<file path="src/hdl/snar_pkg.sv">
// Shared types, codes and direction helpers for stick navigation with auto-repeat.
package snar_pkg;

    // Item opcodes
    localparam logic [2:0] OP_TICK   = 3'd0;
    localparam logic [2:0] OP_SETNAV = 3'd1;
    localparam logic [2:0] OP_STOP   = 3'd2;
    localparam logic [2:0] OP_HIDE   = 3'd3;
    localparam logic [2:0] OP_SCROLL = 3'd4;

    // Configuration register indexes
    localparam int unsigned CFG_IDX_W = 3;
    localparam logic [CFG_IDX_W-1:0] CFG_INIT_DELAY   = 3'd0;
    localparam logic [CFG_IDX_W-1:0] CFG_REPEAT_DELAY = 3'd1;
    localparam logic [CFG_IDX_W-1:0] CFG_NAV_TIMEOUT  = 3'd2;
    localparam logic [CFG_IDX_W-1:0] CFG_GEST_LOCKOUT = 3'd3;
    localparam logic [CFG_IDX_W-1:0] CFG_MOTION_THR   = 3'd4;
    localparam int unsigned CFG_DATA_W = 32;

    // Configuration reset values
    localparam logic [7:0]  RST_INIT_DELAY   = 8'd8;
    localparam logic [7:0]  RST_REPEAT_DELAY = 8'd3;
    localparam logic [7:0]  RST_NAV_TIMEOUT  = 8'd120;
    localparam logic [7:0]  RST_GEST_LOCKOUT = 8'd10;
    localparam logic [31:0] RST_MOTION_THR   = 32'd25165824; // 1.5 in Q8.24

    // Dense direction codes
    localparam logic [3:0] DIR_NONE  = 4'd0;
    localparam logic [3:0] DIR_UP    = 4'd1;
    localparam logic [3:0] DIR_UR    = 4'd2;
    localparam logic [3:0] DIR_RIGHT = 4'd3;
    localparam logic [3:0] DIR_DR    = 4'd4;
    localparam logic [3:0] DIR_DOWN  = 4'd5;
    localparam logic [3:0] DIR_DL    = 4'd6;
    localparam logic [3:0] DIR_LEFT  = 4'd7;
    localparam logic [3:0] DIR_UL    = 4'd8;

    typedef struct packed {
        logic [7:0]  init_delay;
        logic [7:0]  repeat_delay;
        logic [7:0]  nav_timeout;
        logic [7:0]  gest_lockout;
        logic [31:0] motion_thr;
    } t_cfg;

    // One item after the input register, with squared velocity magnitudes
    typedef struct packed {
        logic [2:0]  opcode;
        logic [7:0]  press_mask;
        logic [7:0]  held_mask;
        logic        enable_flag;
        logic        auto_return_off;
        logic [30:0] sq_x;
        logic [30:0] sq_y;
        logic        y_neg;
        logic        y_zero;
    } t_tick;

    // Held mask counts only when exactly one bit is set
    function automatic logic [3:0] dir_of_bit(input logic [7:0] bits);
        logic [3:0] d;
        case (bits)
            8'h01:   d = DIR_UP;
            8'h80:   d = DIR_UR;
            8'h40:   d = DIR_RIGHT;
            8'h20:   d = DIR_DR;
            8'h10:   d = DIR_DOWN;
            8'h08:   d = DIR_DL;
            8'h04:   d = DIR_LEFT;
            8'h02:   d = DIR_UL;
            default: d = DIR_NONE;
        endcase
        return d;
    endfunction

    // First pressed bit going clockwise from up
    function automatic logic [3:0] press_dir(input logic [7:0] press);
        logic [3:0] d;
        if (press[0])      d = DIR_UP;
        else if (press[7]) d = DIR_UR;
        else if (press[6]) d = DIR_RIGHT;
        else if (press[5]) d = DIR_DR;
        else if (press[4]) d = DIR_DOWN;
        else if (press[3]) d = DIR_DL;
        else if (press[2]) d = DIR_LEFT;
        else if (press[1]) d = DIR_UL;
        else               d = DIR_NONE;
        return d;
    endfunction

endpackage

</file>
<file path="src/hdl/snar_in_if.sv">
// Input item channel: valid/ready handshake with the frame item payload.
interface snar_in_if;
    logic               valid;
    logic               ready;
    logic [2:0]         opcode;
    logic [7:0]         press_mask;
    logic [7:0]         held_mask;
    logic signed [15:0] vel_x;
    logic signed [15:0] vel_y;
    logic               enable_flag;
    logic               auto_return_off;

    modport source (
        output valid, opcode, press_mask, held_mask, vel_x, vel_y,
               enable_flag, auto_return_off,
        input  ready
    );
    modport sink (
        input  valid, opcode, press_mask, held_mask, vel_x, vel_y,
               enable_flag, auto_return_off,
        output ready
    );
endinterface

</file>
<file path="src/hdl/snar_out_if.sv">
// Result channel: valid/ready handshake with the navigation status payload.
interface snar_out_if;
    logic       valid;
    logic       ready;
    logic [3:0] nav_event;
    logic [3:0] held_direction;
    logic       pointer_shown;
    logic       pointer_was_shown;
    logic       swing_left;
    logic       swing_right;
    logic       stick_cursor_shown;

    modport source (
        output valid, nav_event, held_direction, pointer_shown, pointer_was_shown,
               swing_left, swing_right, stick_cursor_shown,
        input  ready
    );
    modport sink (
        input  valid, nav_event, held_direction, pointer_shown, pointer_was_shown,
               swing_left, swing_right, stick_cursor_shown,
        output ready
    );
endinterface

</file>
<file path="src/hdl/snar_front.sv">
// Input register stage: captures an item and squares the velocity magnitudes.
module snar_front import snar_pkg::*; (
    input  logic       i_clk,
    input  logic       i_rst_n,
    snar_in_if.sink    i_item,
    input  logic       i_take,
    output logic       o_valid,
    output t_tick      o_tick
);

    logic        r_valid;
    t_tick       r_tick;
    t_tick       n_tick;
    logic [15:0] w_ax;
    logic [15:0] w_ay;
    logic [31:0] w_px;
    logic [31:0] w_py;

    assign i_item.ready = !r_valid || i_take;

    // 0x8000 maps to 32768, which still fits 16 unsigned bits
    assign w_ax = i_item.vel_x[15] ? (16'd0 - 16'(i_item.vel_x)) : 16'(i_item.vel_x);
    assign w_ay = i_item.vel_y[15] ? (16'd0 - 16'(i_item.vel_y)) : 16'(i_item.vel_y);
    assign w_px = w_ax * w_ax;
    assign w_py = w_ay * w_ay;

    always_comb begin
        n_tick.opcode          = i_item.opcode;
        n_tick.press_mask      = i_item.press_mask;
        n_tick.held_mask       = i_item.held_mask;
        n_tick.enable_flag     = i_item.enable_flag;
        n_tick.auto_return_off = i_item.auto_return_off;
        n_tick.sq_x            = w_px[30:0];
        n_tick.sq_y            = w_py[30:0];
        n_tick.y_neg           = i_item.vel_y[15];
        n_tick.y_zero          = (i_item.vel_y == 16'sd0);
    end

    always_ff @(posedge i_clk) begin
        if (!i_rst_n) begin
            r_valid <= 1'b0;
        end else if (i_item.ready) begin
            r_valid <= i_item.valid;
        end
    end

    always_ff @(posedge i_clk) begin
        if (i_item.valid && i_item.ready) begin
            r_tick <= n_tick;
        end
    end

    assign o_valid = r_valid;
    assign o_tick  = r_tick;

endmodule

</file>
<file path="src/hdl/snar_core.sv">
// Navigation state update; the state registers double as the result register.
module snar_core import snar_pkg::*; (
    input  logic       i_clk,
    input  logic       i_rst_n,
    input  logic       i_valid,
    input  t_tick      i_tick,
    input  t_cfg       i_cfg,
    output logic       o_take,
    snar_out_if.source o_result
);

    logic       r_out_valid;
    logic       r_nav_on,   n_nav_on;
    logic       r_no_ar,    n_no_ar;
    logic       r_pm,       n_pm;
    logic       r_prev_pm,  n_prev_pm;
    logic       r_cursor,   n_cursor;
    logic       r_left,     n_left;
    logic       r_right,    n_right;
    logic [3:0] r_td,       n_td;
    logic [3:0] r_ev,       n_ev;
    logic [7:0] r_active,   n_active;
    logic [7:0] r_stable,   n_stable;
    logic [7:0] r_lock,     n_lock;
    logic [31:0] w_sum;
    logic        w_big;
    logic [3:0]  w_pdir;
    logic [3:0]  w_dir;

    assign o_take = i_valid && (!r_out_valid || o_result.ready);

    assign w_sum  = {1'b0, i_tick.sq_x} + {1'b0, i_tick.sq_y};
    assign w_big  = w_sum > i_cfg.motion_thr;
    assign w_pdir = press_dir(i_tick.press_mask);

    always_comb begin
        n_nav_on  = r_nav_on;
        n_no_ar   = r_no_ar;
        n_pm      = r_pm;
        n_prev_pm = r_prev_pm;
        n_cursor  = r_cursor;
        n_left    = r_left;
        n_right   = r_right;
        n_td      = r_td;
        n_ev      = r_ev;
        n_active  = r_active;
        n_stable  = r_stable;
        n_lock    = r_lock;
        w_dir     = dir_of_bit(i_tick.held_mask);

        case (i_tick.opcode)
            OP_TICK: begin
                n_prev_pm = r_pm;
                n_ev      = DIR_NONE;
                if (r_nav_on) begin
                    // swing detection, or count down the lockout
                    n_left  = 1'b0;
                    n_right = 1'b0;
                    if (r_lock != 8'd0) begin
                        n_lock = r_lock - 8'd1;
                    end else begin
                        if ((i_tick.y_neg || i_tick.y_zero) && w_big) begin
                            if (!r_pm) n_lock = i_cfg.gest_lockout;
                            else       n_left = 1'b1;
                        end
                        if (!i_tick.y_neg && w_big) begin
                            if (!r_pm) n_lock = i_cfg.gest_lockout;
                            else       n_right = 1'b1;
                        end
                    end

                    if (w_big) begin
                        n_active = 8'd0;
                        n_pm     = 1'b1;
                    end else if (r_pm) begin
                        if (i_tick.press_mask != 8'd0) begin
                            n_td     = w_pdir;
                            n_ev     = w_pdir;
                            n_active = i_cfg.nav_timeout;
                            n_stable = i_cfg.init_delay;
                            n_pm     = 1'b0;
                        end
                    end else begin
                        if (r_td != DIR_NONE && w_dir == r_td) begin
                            n_active = i_cfg.nav_timeout;
                            if (r_stable == 8'd0) begin
                                n_ev     = r_td;
                                n_stable = i_cfg.repeat_delay;
                            end else begin
                                n_stable = r_stable - 8'd1;
                            end
                        end else if (i_tick.press_mask != 8'd0) begin
                            w_dir    = w_pdir;
                            n_stable = i_cfg.init_delay;
                            n_td     = w_pdir;
                            n_ev     = w_pdir;
                            n_active = i_cfg.nav_timeout;
                        end else begin
                            n_td     = DIR_NONE;
                            n_stable = 8'd0;
                        end

                        // idle timeout acts on the values just computed
                        if (!r_no_ar) begin
                            if (n_active == 8'd0) begin
                                if (w_dir != DIR_NONE && n_td == w_dir) begin
                                    n_active = i_cfg.nav_timeout;
                                end else if (w_dir == DIR_NONE) begin
                                    n_td = DIR_NONE;
                                    n_pm = 1'b1;
                                end else begin
                                    n_stable = i_cfg.init_delay;
                                    n_td     = w_dir;
                                    n_ev     = w_dir;
                                    n_active = i_cfg.nav_timeout;
                                end
                            end else begin
                                n_active = n_active - 8'd1;
                            end
                        end
                    end
                end
            end
            OP_SETNAV: begin
                n_nav_on = i_tick.enable_flag;
                n_pm     = 1'b1;
                n_cursor = i_tick.enable_flag;
                n_no_ar  = i_tick.enable_flag && i_tick.auto_return_off;
            end
            OP_STOP: begin
                n_active = 8'd0;
                n_pm     = 1'b1;
            end
            OP_HIDE: begin
                n_pm = 1'b0;
            end
            OP_SCROLL: begin
                n_stable = i_cfg.repeat_delay;
                n_active = i_cfg.nav_timeout;
            end
            default: begin
            end
        endcase
    end

    always_ff @(posedge i_clk) begin
        if (!i_rst_n) begin
            r_out_valid <= 1'b0;
            r_nav_on    <= 1'b0;
            r_no_ar     <= 1'b0;
            r_pm        <= 1'b1;
            r_prev_pm   <= 1'b1;
            r_cursor    <= 1'b0;
            r_left      <= 1'b0;
            r_right     <= 1'b0;
            r_td        <= DIR_NONE;
            r_ev        <= DIR_NONE;
            r_active    <= 8'd0;
            r_stable    <= 8'd0;
            r_lock      <= 8'd0;
        end else begin
            if (!r_out_valid || o_result.ready) begin
                r_out_valid <= i_valid;
            end
            if (o_take) begin
                r_nav_on  <= n_nav_on;
                r_no_ar   <= n_no_ar;
                r_pm      <= n_pm;
                r_prev_pm <= n_prev_pm;
                r_cursor  <= n_cursor;
                r_left    <= n_left;
                r_right   <= n_right;
                r_td      <= n_td;
                r_ev      <= n_ev;
                r_active  <= n_active;
                r_stable  <= n_stable;
                r_lock    <= n_lock;
            end
        end
    end

    assign o_result.valid              = r_out_valid;
    assign o_result.nav_event          = r_ev;
    assign o_result.held_direction     = r_td;
    assign o_result.pointer_shown      = r_pm;
    assign o_result.pointer_was_shown  = r_prev_pm;
    assign o_result.swing_left         = r_left;
    assign o_result.swing_right        = r_right;
    assign o_result.stick_cursor_shown = r_cursor;

    // an event always names the tracked direction
    a_event_tracked: assert property (@(posedge i_clk) disable iff (!i_rst_n)
        (r_ev == DIR_NONE) || (r_ev == r_td))
        else $error("nav event differs from tracked direction");

    // swings are never reported while the lockout runs
    a_lockout_quiet: assert property (@(posedge i_clk) disable iff (!i_rst_n)
        (r_lock != 8'd0) |-> (!r_left && !r_right))
        else $error("swing flag set during gesture lockout");

    a_prev_pointer: assert property (@(posedge i_clk) disable iff (!i_rst_n)
        (o_take && i_tick.opcode == OP_TICK) |=> (r_prev_pm == $past(r_pm)))
        else $error("pointer_was_shown not captured on tick");

    a_nav_off_tick: assert property (@(posedge i_clk) disable iff (!i_rst_n)
        (o_take && i_tick.opcode == OP_TICK && !r_nav_on)
        |=> (r_ev == DIR_NONE && $stable(r_td) && $stable(r_lock)))
        else $error("tick changed navigation while disabled");

endmodule

</file>
<file path="src/hdl/stick_nav_auto_repeat.sv">
// Top level of stick navigation with auto-repeat, pointer mode and swing gestures.
//
//  channel   | dir | handshake            | payload
//  ----------+-----+----------------------+-------------------------------------------
//  i_item    | in  | valid/ready          | opcode, masks, vel_x/vel_y, set-nav flags
//  o_result  | out | valid/ready          | nav_event, held_direction, pointer/swing bits
//  i_cfg_*   | in  | write enable only    | register index, 32-bit write data
//
//  One item per cycle sustained while o_result is not stalled; results are registered.
//  Stage one registers the item and the squared velocities (16x16 multipliers),
//  stage two sums, compares and updates state into the result register.
//  Synchronous active-low reset; no clearing pass, ready right after reset.
//  A stalled result holds stage two; stage one takes one more item only if empty.
module stick_nav_auto_repeat import snar_pkg::*; (
    input  logic                  i_clk,
    input  logic                  i_rst_n,
    snar_in_if.sink               i_item,
    snar_out_if.source            o_result,
    input  logic                  i_cfg_we,
    input  logic [CFG_IDX_W-1:0]  i_cfg_idx,
    input  logic [CFG_DATA_W-1:0] i_cfg_data
);

    t_cfg  r_cfg;
    logic  w_valid;
    logic  w_take;
    t_tick w_tick;

    always_ff @(posedge i_clk) begin
        if (!i_rst_n) begin
            r_cfg.init_delay   <= RST_INIT_DELAY;
            r_cfg.repeat_delay <= RST_REPEAT_DELAY;
            r_cfg.nav_timeout  <= RST_NAV_TIMEOUT;
            r_cfg.gest_lockout <= RST_GEST_LOCKOUT;
            r_cfg.motion_thr   <= RST_MOTION_THR;
        end else if (i_cfg_we) begin
            case (i_cfg_idx)
                CFG_INIT_DELAY:   r_cfg.init_delay   <= i_cfg_data[7:0];
                CFG_REPEAT_DELAY: r_cfg.repeat_delay <= i_cfg_data[7:0];
                CFG_NAV_TIMEOUT:  r_cfg.nav_timeout  <= i_cfg_data[7:0];
                CFG_GEST_LOCKOUT: r_cfg.gest_lockout <= i_cfg_data[7:0];
                CFG_MOTION_THR:   r_cfg.motion_thr   <= i_cfg_data;
                default: begin
                end
            endcase
        end
    end

    snar_front u_front (
        .i_clk   (i_clk),
        .i_rst_n (i_rst_n),
        .i_item  (i_item),
        .i_take  (w_take),
        .o_valid (w_valid),
        .o_tick  (w_tick)
    );

    snar_core u_core (
        .i_clk    (i_clk),
        .i_rst_n  (i_rst_n),
        .i_valid  (w_valid),
        .i_tick   (w_tick),
        .i_cfg    (r_cfg),
        .o_take   (w_take),
        .o_result (o_result)
    );

endmodule
</file>
<file path="src/flat_wrapper.sv">
// flat-port wrapper written by rule: the top's interface ports become plain ports
module stick_nav_auto_repeat_flat import snar_pkg::*;
  (i_clk, i_rst_n, i_cfg_we, i_cfg_idx, i_cfg_data, i_item_valid, i_item_opcode, i_item_press_mask, i_item_held_mask, i_item_vel_x, i_item_vel_y, i_item_enable_flag, i_item_auto_return_off, i_item_ready, o_result_valid, o_result_nav_event, o_result_held_direction, o_result_pointer_shown, o_result_pointer_was_shown, o_result_swing_left, o_result_swing_right, o_result_stick_cursor_shown, o_result_ready);
  snar_in_if i_item_i ();
  snar_out_if o_result_i ();
  input  logic i_clk;
  input  logic i_rst_n;
  input  logic i_cfg_we;
  input  logic [CFG_IDX_W-1:0] i_cfg_idx;
  input  logic [CFG_DATA_W-1:0] i_cfg_data;
  input wire logic [$bits(i_item_i.valid)-1:0] i_item_valid;
  input wire logic [$bits(i_item_i.opcode)-1:0] i_item_opcode;
  input wire logic [$bits(i_item_i.press_mask)-1:0] i_item_press_mask;
  input wire logic [$bits(i_item_i.held_mask)-1:0] i_item_held_mask;
  input wire logic [$bits(i_item_i.vel_x)-1:0] i_item_vel_x;
  input wire logic [$bits(i_item_i.vel_y)-1:0] i_item_vel_y;
  input wire logic [$bits(i_item_i.enable_flag)-1:0] i_item_enable_flag;
  input wire logic [$bits(i_item_i.auto_return_off)-1:0] i_item_auto_return_off;
  output wire logic [$bits(i_item_i.ready)-1:0] i_item_ready;
  output wire logic [$bits(o_result_i.valid)-1:0] o_result_valid;
  output wire logic [$bits(o_result_i.nav_event)-1:0] o_result_nav_event;
  output wire logic [$bits(o_result_i.held_direction)-1:0] o_result_held_direction;
  output wire logic [$bits(o_result_i.pointer_shown)-1:0] o_result_pointer_shown;
  output wire logic [$bits(o_result_i.pointer_was_shown)-1:0] o_result_pointer_was_shown;
  output wire logic [$bits(o_result_i.swing_left)-1:0] o_result_swing_left;
  output wire logic [$bits(o_result_i.swing_right)-1:0] o_result_swing_right;
  output wire logic [$bits(o_result_i.stick_cursor_shown)-1:0] o_result_stick_cursor_shown;
  input wire logic [$bits(o_result_i.ready)-1:0] o_result_ready;
  assign i_item_i.valid = i_item_valid;
  assign i_item_i.opcode = i_item_opcode;
  assign i_item_i.press_mask = i_item_press_mask;
  assign i_item_i.held_mask = i_item_held_mask;
  assign i_item_i.vel_x = i_item_vel_x;
  assign i_item_i.vel_y = i_item_vel_y;
  assign i_item_i.enable_flag = i_item_enable_flag;
  assign i_item_i.auto_return_off = i_item_auto_return_off;
  assign i_item_ready = i_item_i.ready;
  assign o_result_valid = o_result_i.valid;
  assign o_result_nav_event = o_result_i.nav_event;
  assign o_result_held_direction = o_result_i.held_direction;
  assign o_result_pointer_shown = o_result_i.pointer_shown;
  assign o_result_pointer_was_shown = o_result_i.pointer_was_shown;
  assign o_result_swing_left = o_result_i.swing_left;
  assign o_result_swing_right = o_result_i.swing_right;
  assign o_result_stick_cursor_shown = o_result_i.stick_cursor_shown;
  assign o_result_i.ready = o_result_ready;
  stick_nav_auto_repeat u_core (.i_clk(i_clk), .i_rst_n(i_rst_n), .i_item(i_item_i), .o_result(o_result_i), .i_cfg_we(i_cfg_we), .i_cfg_idx(i_cfg_idx), .i_cfg_data(i_cfg_data));
endmodule
</file>
<file path="config.mk">
export PLATFORM = sky130hd
export DESIGN_NAME = stick_nav_auto_repeat_flat
export DESIGN_NICKNAME = d
export VERILOG_FILES = /design/src/hdl/snar_pkg.sv /design/src/hdl/snar_in_if.sv /design/src/hdl/snar_out_if.sv /design/src/hdl/snar_front.sv /design/src/hdl/snar_core.sv /design/src/hdl/stick_nav_auto_repeat.sv /design/src/flat_wrapper.sv
export SDC_FILE = /design/constraint.sdc
export NUM_CORES = 1
export LEC_CHECK = 0
export BUFFER_PORTS_ARGS = -buffer_cell sky130_fd_sc_hd__clkbuf_2
export CORE_UTILIZATION = 50
export DETAILED_ROUTE_END_ITERATION = 6
export PLACE_DENSITY = 0.64
export SYNTH_ARGS = -nofsm -noshare
export SYNTH_HDL_FRONTEND = slang
export SYNTH_SLANG_ARGS = --single-unit
export TNS_END_PERCENT = 20
</file>
<file path="constraint.sdc">
create_clock -name i_clk -period 10.2 [get_ports i_clk]
set_input_delay 0 -clock i_clk [delete_from_list [all_inputs] [get_ports i_clk]]
set_output_delay 0 -clock i_clk [all_outputs]
set_load 0.05 [all_outputs]
</file>
; ---- Word level (Yosys, flattened, before mapping)
; Index checks and enable logic that the tools add are counted.
[totals]
elab_cells = 181
reg_bits = 189
[classes]
n_lt_le_gt_ge = 1
n_mux = 83
bitwise = 1
n_addsub = 6
reduce_logical = 39
eq_ne = 22
multipliers = 2
[op_table]
columns = cell, n
row1 = $mux 8, 29
row2 = $mux 4, 35
row3 = $mul 16x16->31, 2
row4 = $add 31x31->32, 1
row5 = $gt 32x32->1, 1
row6 = $mux 16, 2
row7 = $pmux 4 s8, 1
row8 = $sub 1x16->16 const A, 2
row9 = $pmux 8 s3, 1
row10 = $sub 8x1->8 const B, 3
row11 = $logic_not 16->1, 1
row12 = $logic_not 8->1, 2
row13 = $pmux 8 s2, 1
row14 = $reduce_bool 8->1, 2
row15 = $reduce_and 2->1, 7
row16 = $mux 1, 13
row17 = $eq 3x2->1 const B, 4
row18 = $reduce_and 5->1, 2
row19 = $reduce_and 3->1, 3
row20 = $eq 4x4->1, 2
row21 = $eq 8x1->1 const B, 1
row22 = $eq 8x2->1 const B, 1
row23 = $eq 8x3->1 const B, 1
row24 = $eq 8x4->1 const B, 1
row25 = other kinds (20), 36

; ---- Longest topological paths before layout
[logic_depth]
word_depth = 23
depth_mapped = 33
depth_no_buf = 32

; ---- By module
; Synthesis repeated with hierarchy kept, for this count alone.
[unflattened]
hier_cells = 2882
hier_area_um2 = 25645.8
[by_module_without_submodules]
columns = module, seq_area_each_um2, n_inst, cells_per_inst, area_per_inst_um2
row1 = snar_front, 2512.4, 1, 1792, 17186.5
row2 = snar_core, 780.7, 1, 836, 5957.0
row3 = stick_nav_auto_repeat, 1281.2, 1, 254, 2502.4

; ---- Worst setup path before layout
; No wires, ideal clock.
[synth_path]
kind = in2reg
start = in i_item_vel_y[0]
end = reg u_core.u_front.r_tick (netlist bit u_core.u_front.o_tick[31]), data pin
setup_slack_ps = 2634
arrival_time_ps = 7288
stages = 29
cell_sequence = inv_1 > clkbuf_1 > ha_1 > nand2_1 > or4_1 > or3b_2 > o31ai_1 > xor2_1 > nor2_1 > inv_1 > fa_1 > fa_1 > inv_1 > fa_1 > fa_1 > fa_1 > inv_1 > fa_1 > inv_1 > ha_1 > a21oi_1 > o21bai_1 > a21oi_1 > o21ai_0 > or3_1 > a31oi_1 > nor3_1 > o41ai_1 > o311ai_0
[synth_lines]
columns = element, line_no
row1 = start: declaration, flat_wrapper.sv:16  ; input wire logic [$bits(i_item_i.vel_y)-1:0] i_item_vel_y;
row2 = end signal: assignment, snar_front.sv:49  ; r_tick <= n_tick;
row3 = end: declaration, snar_front.sv:12  ; t_tick r_tick;

==> results.sh <==
export IMPL_relSlewSlack_pct=12.2
export IMPL_grt_util_met3_pct=3.56
export IMPL_ys_seq_elements=187
export IMPL_met2_usage_pct=44.6
export IMPL_grt_pass1_vias=20400
export IMPL_cts_root_to_sink_buffers=2
export IMPL_cp_slowest_stage_delay_ps=610
export IMPL_antenna_found_initial=0
export IMPL_yosysTopAreaCellShare_pct=26.7
export IMPL_cts_tree="yes"
export IMPL_synth_commonest_cells="inv_1, nand2_1, fa_1"
export IMPL_crit_fanout=17
export IMPL_wl_per_cell_um=17.3
export IMPL_ys_warn_count=0
export IMPL_core_um2=47900
export IMPL_num_rows=80
export IMPL_grt_busiest_layer="met2"
export IMPL_critPathMostFrequentCell="inv_1"
export IMPL_cp_start_kind="input port"
export IMPL_drive_above_1_share_pct=6.90
export IMPL_grt_setup_unrepaired="no"
export IMPL_areaGrowthSynthToFinish_pct=10.1
export IMPL_grt_max_degree=73
export IMPL_dp_slack_ps=1560
export IMPL_clk_latency_ps=470
export IMPL_fmax_ghz=0.113
export IMPL_die_y_um=223
export IMPL_dp_hpwl_mm=49.6
export IMPL_fp_dieW_um=223
export IMPL_fin_crit_sh_pct=86.6
export IMPL_detail_route_vias_per_cell=5.57
export IMPL_skew_ps=12.8
export IMPL_seq_area_frac_synth_pct=18.7
export IMPL_period_minus_slack_ps=8830
export IMPL_tightest_slew_ps=1310
export IMPL_syn_area_per_cell_um2=8.95
export IMPL_ant_nets=0
export IMPL_ctsHtreeMaxLevel=4
export IMPL_cp_slowest_cell="xor2_1"
export IMPL_gr_usage_met1_pct=31.7
export IMPL_yosysTopAreaCell="fa_1"
export IMPL_cts_sinks=187
export IMPL_synth_cells=2728
export IMPL_cap_violations=0
export IMPL_grt_pass1_wl_mm=101
export IMPL_status="finished clean"
export IMPL_root_buffer="clkbuf_16"
export IMPL_syn_area_um2=24400
export IMPL_port_buffers=107
export IMPL_routed_via_count=19600
export IMPL_synthFlopType="dfxtp_1"
export IMPL_drtPass1Iterations=6
export IMPL_crit_type="input port to flip-flop"
export IMPL_hold_class="input port to flip-flop"
export IMPL_drc=0
export IMPL_die_area_um2=49700
export IMPL_worstPathArrival_ps=9100
export IMPL_synthArstFlopShare_pct=0
export IMPL_setup_viol=0
export IMPL_critPathRequiredTime_ps=10470
export IMPL_initial_utilization_pct=50.9
export IMPL_gp_congestion=0.938
export IMPL_end_kind="flip-flop"
export IMPL_slew_viol_final=0
export IMPL_antenna_cells=0
export IMPL_numCtsBuffers=17
export IMPL_setup_tns_ps=0
export IMPL_globalRoute_totalOverflow=0
export IMPL_clk_pin_slew_worst_paths_ps=80
export IMPL_wl_mm=60.7
export IMPL_hold_violations=0
export IMPL_fin_nets=3564
export IMPL_synth_distinct_cells=91
export IMPL_drt_iter0_markers=1398
export IMPL_num_io_pins=108
export IMPL_grt_usage_pct=25.5
export IMPL_synth_area_leaders="fa_1, ha_1, edfxtp_1"
export IMPL_yosysMostFrequentCell="inv_1"
export IMPL_synth_edf_count=83
export IMPL_fin_ws_ps=1370
==> worst max-delay path, delay by kind of cell <==
family                   cells  cell delay (ps)
adder cells (fa/ha/maj)      8             2940
AND/OR/NAND/NOR              7             1540
AO/OA/AOI/OAI                8             2140
buffers and inverters        9             1840
XOR/XNOR                     1              610
==> repair_timing <==
item / in CTS / in global routing
hold buffers: 62 / 0
hold endpoints to repair: 96 / 0
resized for setup: 0 / 0
buffers inserted: 0 / 0
==> through the flow <==
stage / utilization, % / cell area (um2) / cells / hold WS [ps]
global placement: 53.5 / 25700 / 3421 / 178
detailed placement: 53.5 / 25700 / 3421 / 179
floorplan: - / 24500 / 2748 / 98.9
finish: 56.1 / 26900 / 3515 / 31.8
global route: 56.1 / 26900 / 3515 / 29.4
CTS: 56.1 / 26900 / 3515 / 14.1
==> worst paths after layout <==
path                                            from                                endpoint  slack [ps]  cells after the start
setup / recovery                     i_item_vel_y[0]     u_core.u_front.o_tick[31]$_DFFE_PP_        1370                     33
setup reg to reg  u_core.u_front.o_tick[5]$_DFFE_PP_  u_core.u_core.r_active[2]$_SDFFE_PN0P_        3140                     21
hold reg to reg        u_core.r_cfg[14]$_SDFFE_PN0P_           u_core.r_cfg[14]$_SDFFE_PN0P_         460                      2
hold / removal                      i_item_vel_y[15]      u_core.u_front.o_tick[1]$_DFFE_PP_          30                      1
==> registers in the layout, summed over array words and instances, names as in the netlist, 4 cells and up <==
name                                   flops
u_core.u_core.o_result.nav_event           4
u_core.u_core.r_stable                     8
u_core.u_core.r_lock                       8
u_core.u_core.r_active                     8
u_core.u_core.o_result.held_direction      4
u_core.u_front.o_tick                     83
u_core.r_cfg                              64
==> cells by family after synthesis <==
group	Yosys count	synth area share, %
simple gates	795	14.7
buf+inv	562	8.80
fa+ha+maj	584	39.9
flops	187	18.7
other cells	2	0.0307
mux	27	1.22
xor+xnor	124	4.48
compound gates	447	12.1
==> layer usage <==
layer | routed length (um) | vias up
met5 | 0 | -
met4 | 2290 | 0
met3 | 2860 | 114
met2 | 30400 | 555
met1 | 25200 | 9638
li1 | - | 9269
==> final cells by class <==
class | count | area (um2)
timing repair buffer | 189 | 1310
multi-input combinational | 1999 | 17800
sequential | 187 | 4570
fill | 4390 | 21100
clock buffer | 18 | 450
inverter | 493 | 1850
tap | 615 | 769
clock inverter | 14 | 144
==> cell usage in the layout (no fill, tap or decap), drive strengths merged, types with 10 or more instances in the layout <==
cell type / count
a211oi: 21
mux2i: 24
o211ai: 23
nor2b: 17
o31ai: 14
xnor2: 84
nor2: 214
nor4: 12
nand4: 15
dlygate4sd3: 62
clkbuf: 125
nand2b: 19
inv: 491
and3: 12
conb: 22
fa: 326
o21ai: 71
and2: 13
dfxtp: 104
ha: 258
o21bai: 10
or3: 16
a31oi: 22
nand3: 43
clkinv: 16
edfxtp: 83
a21o: 41
nor3: 46
a21oi: 146
nand2: 340
xor2: 40
o21a: 19
buf: 20
Power is left out: the tool's default activity adds up to more than one toggle a clock period on the data nets, which glitch-free logic cannot reach.
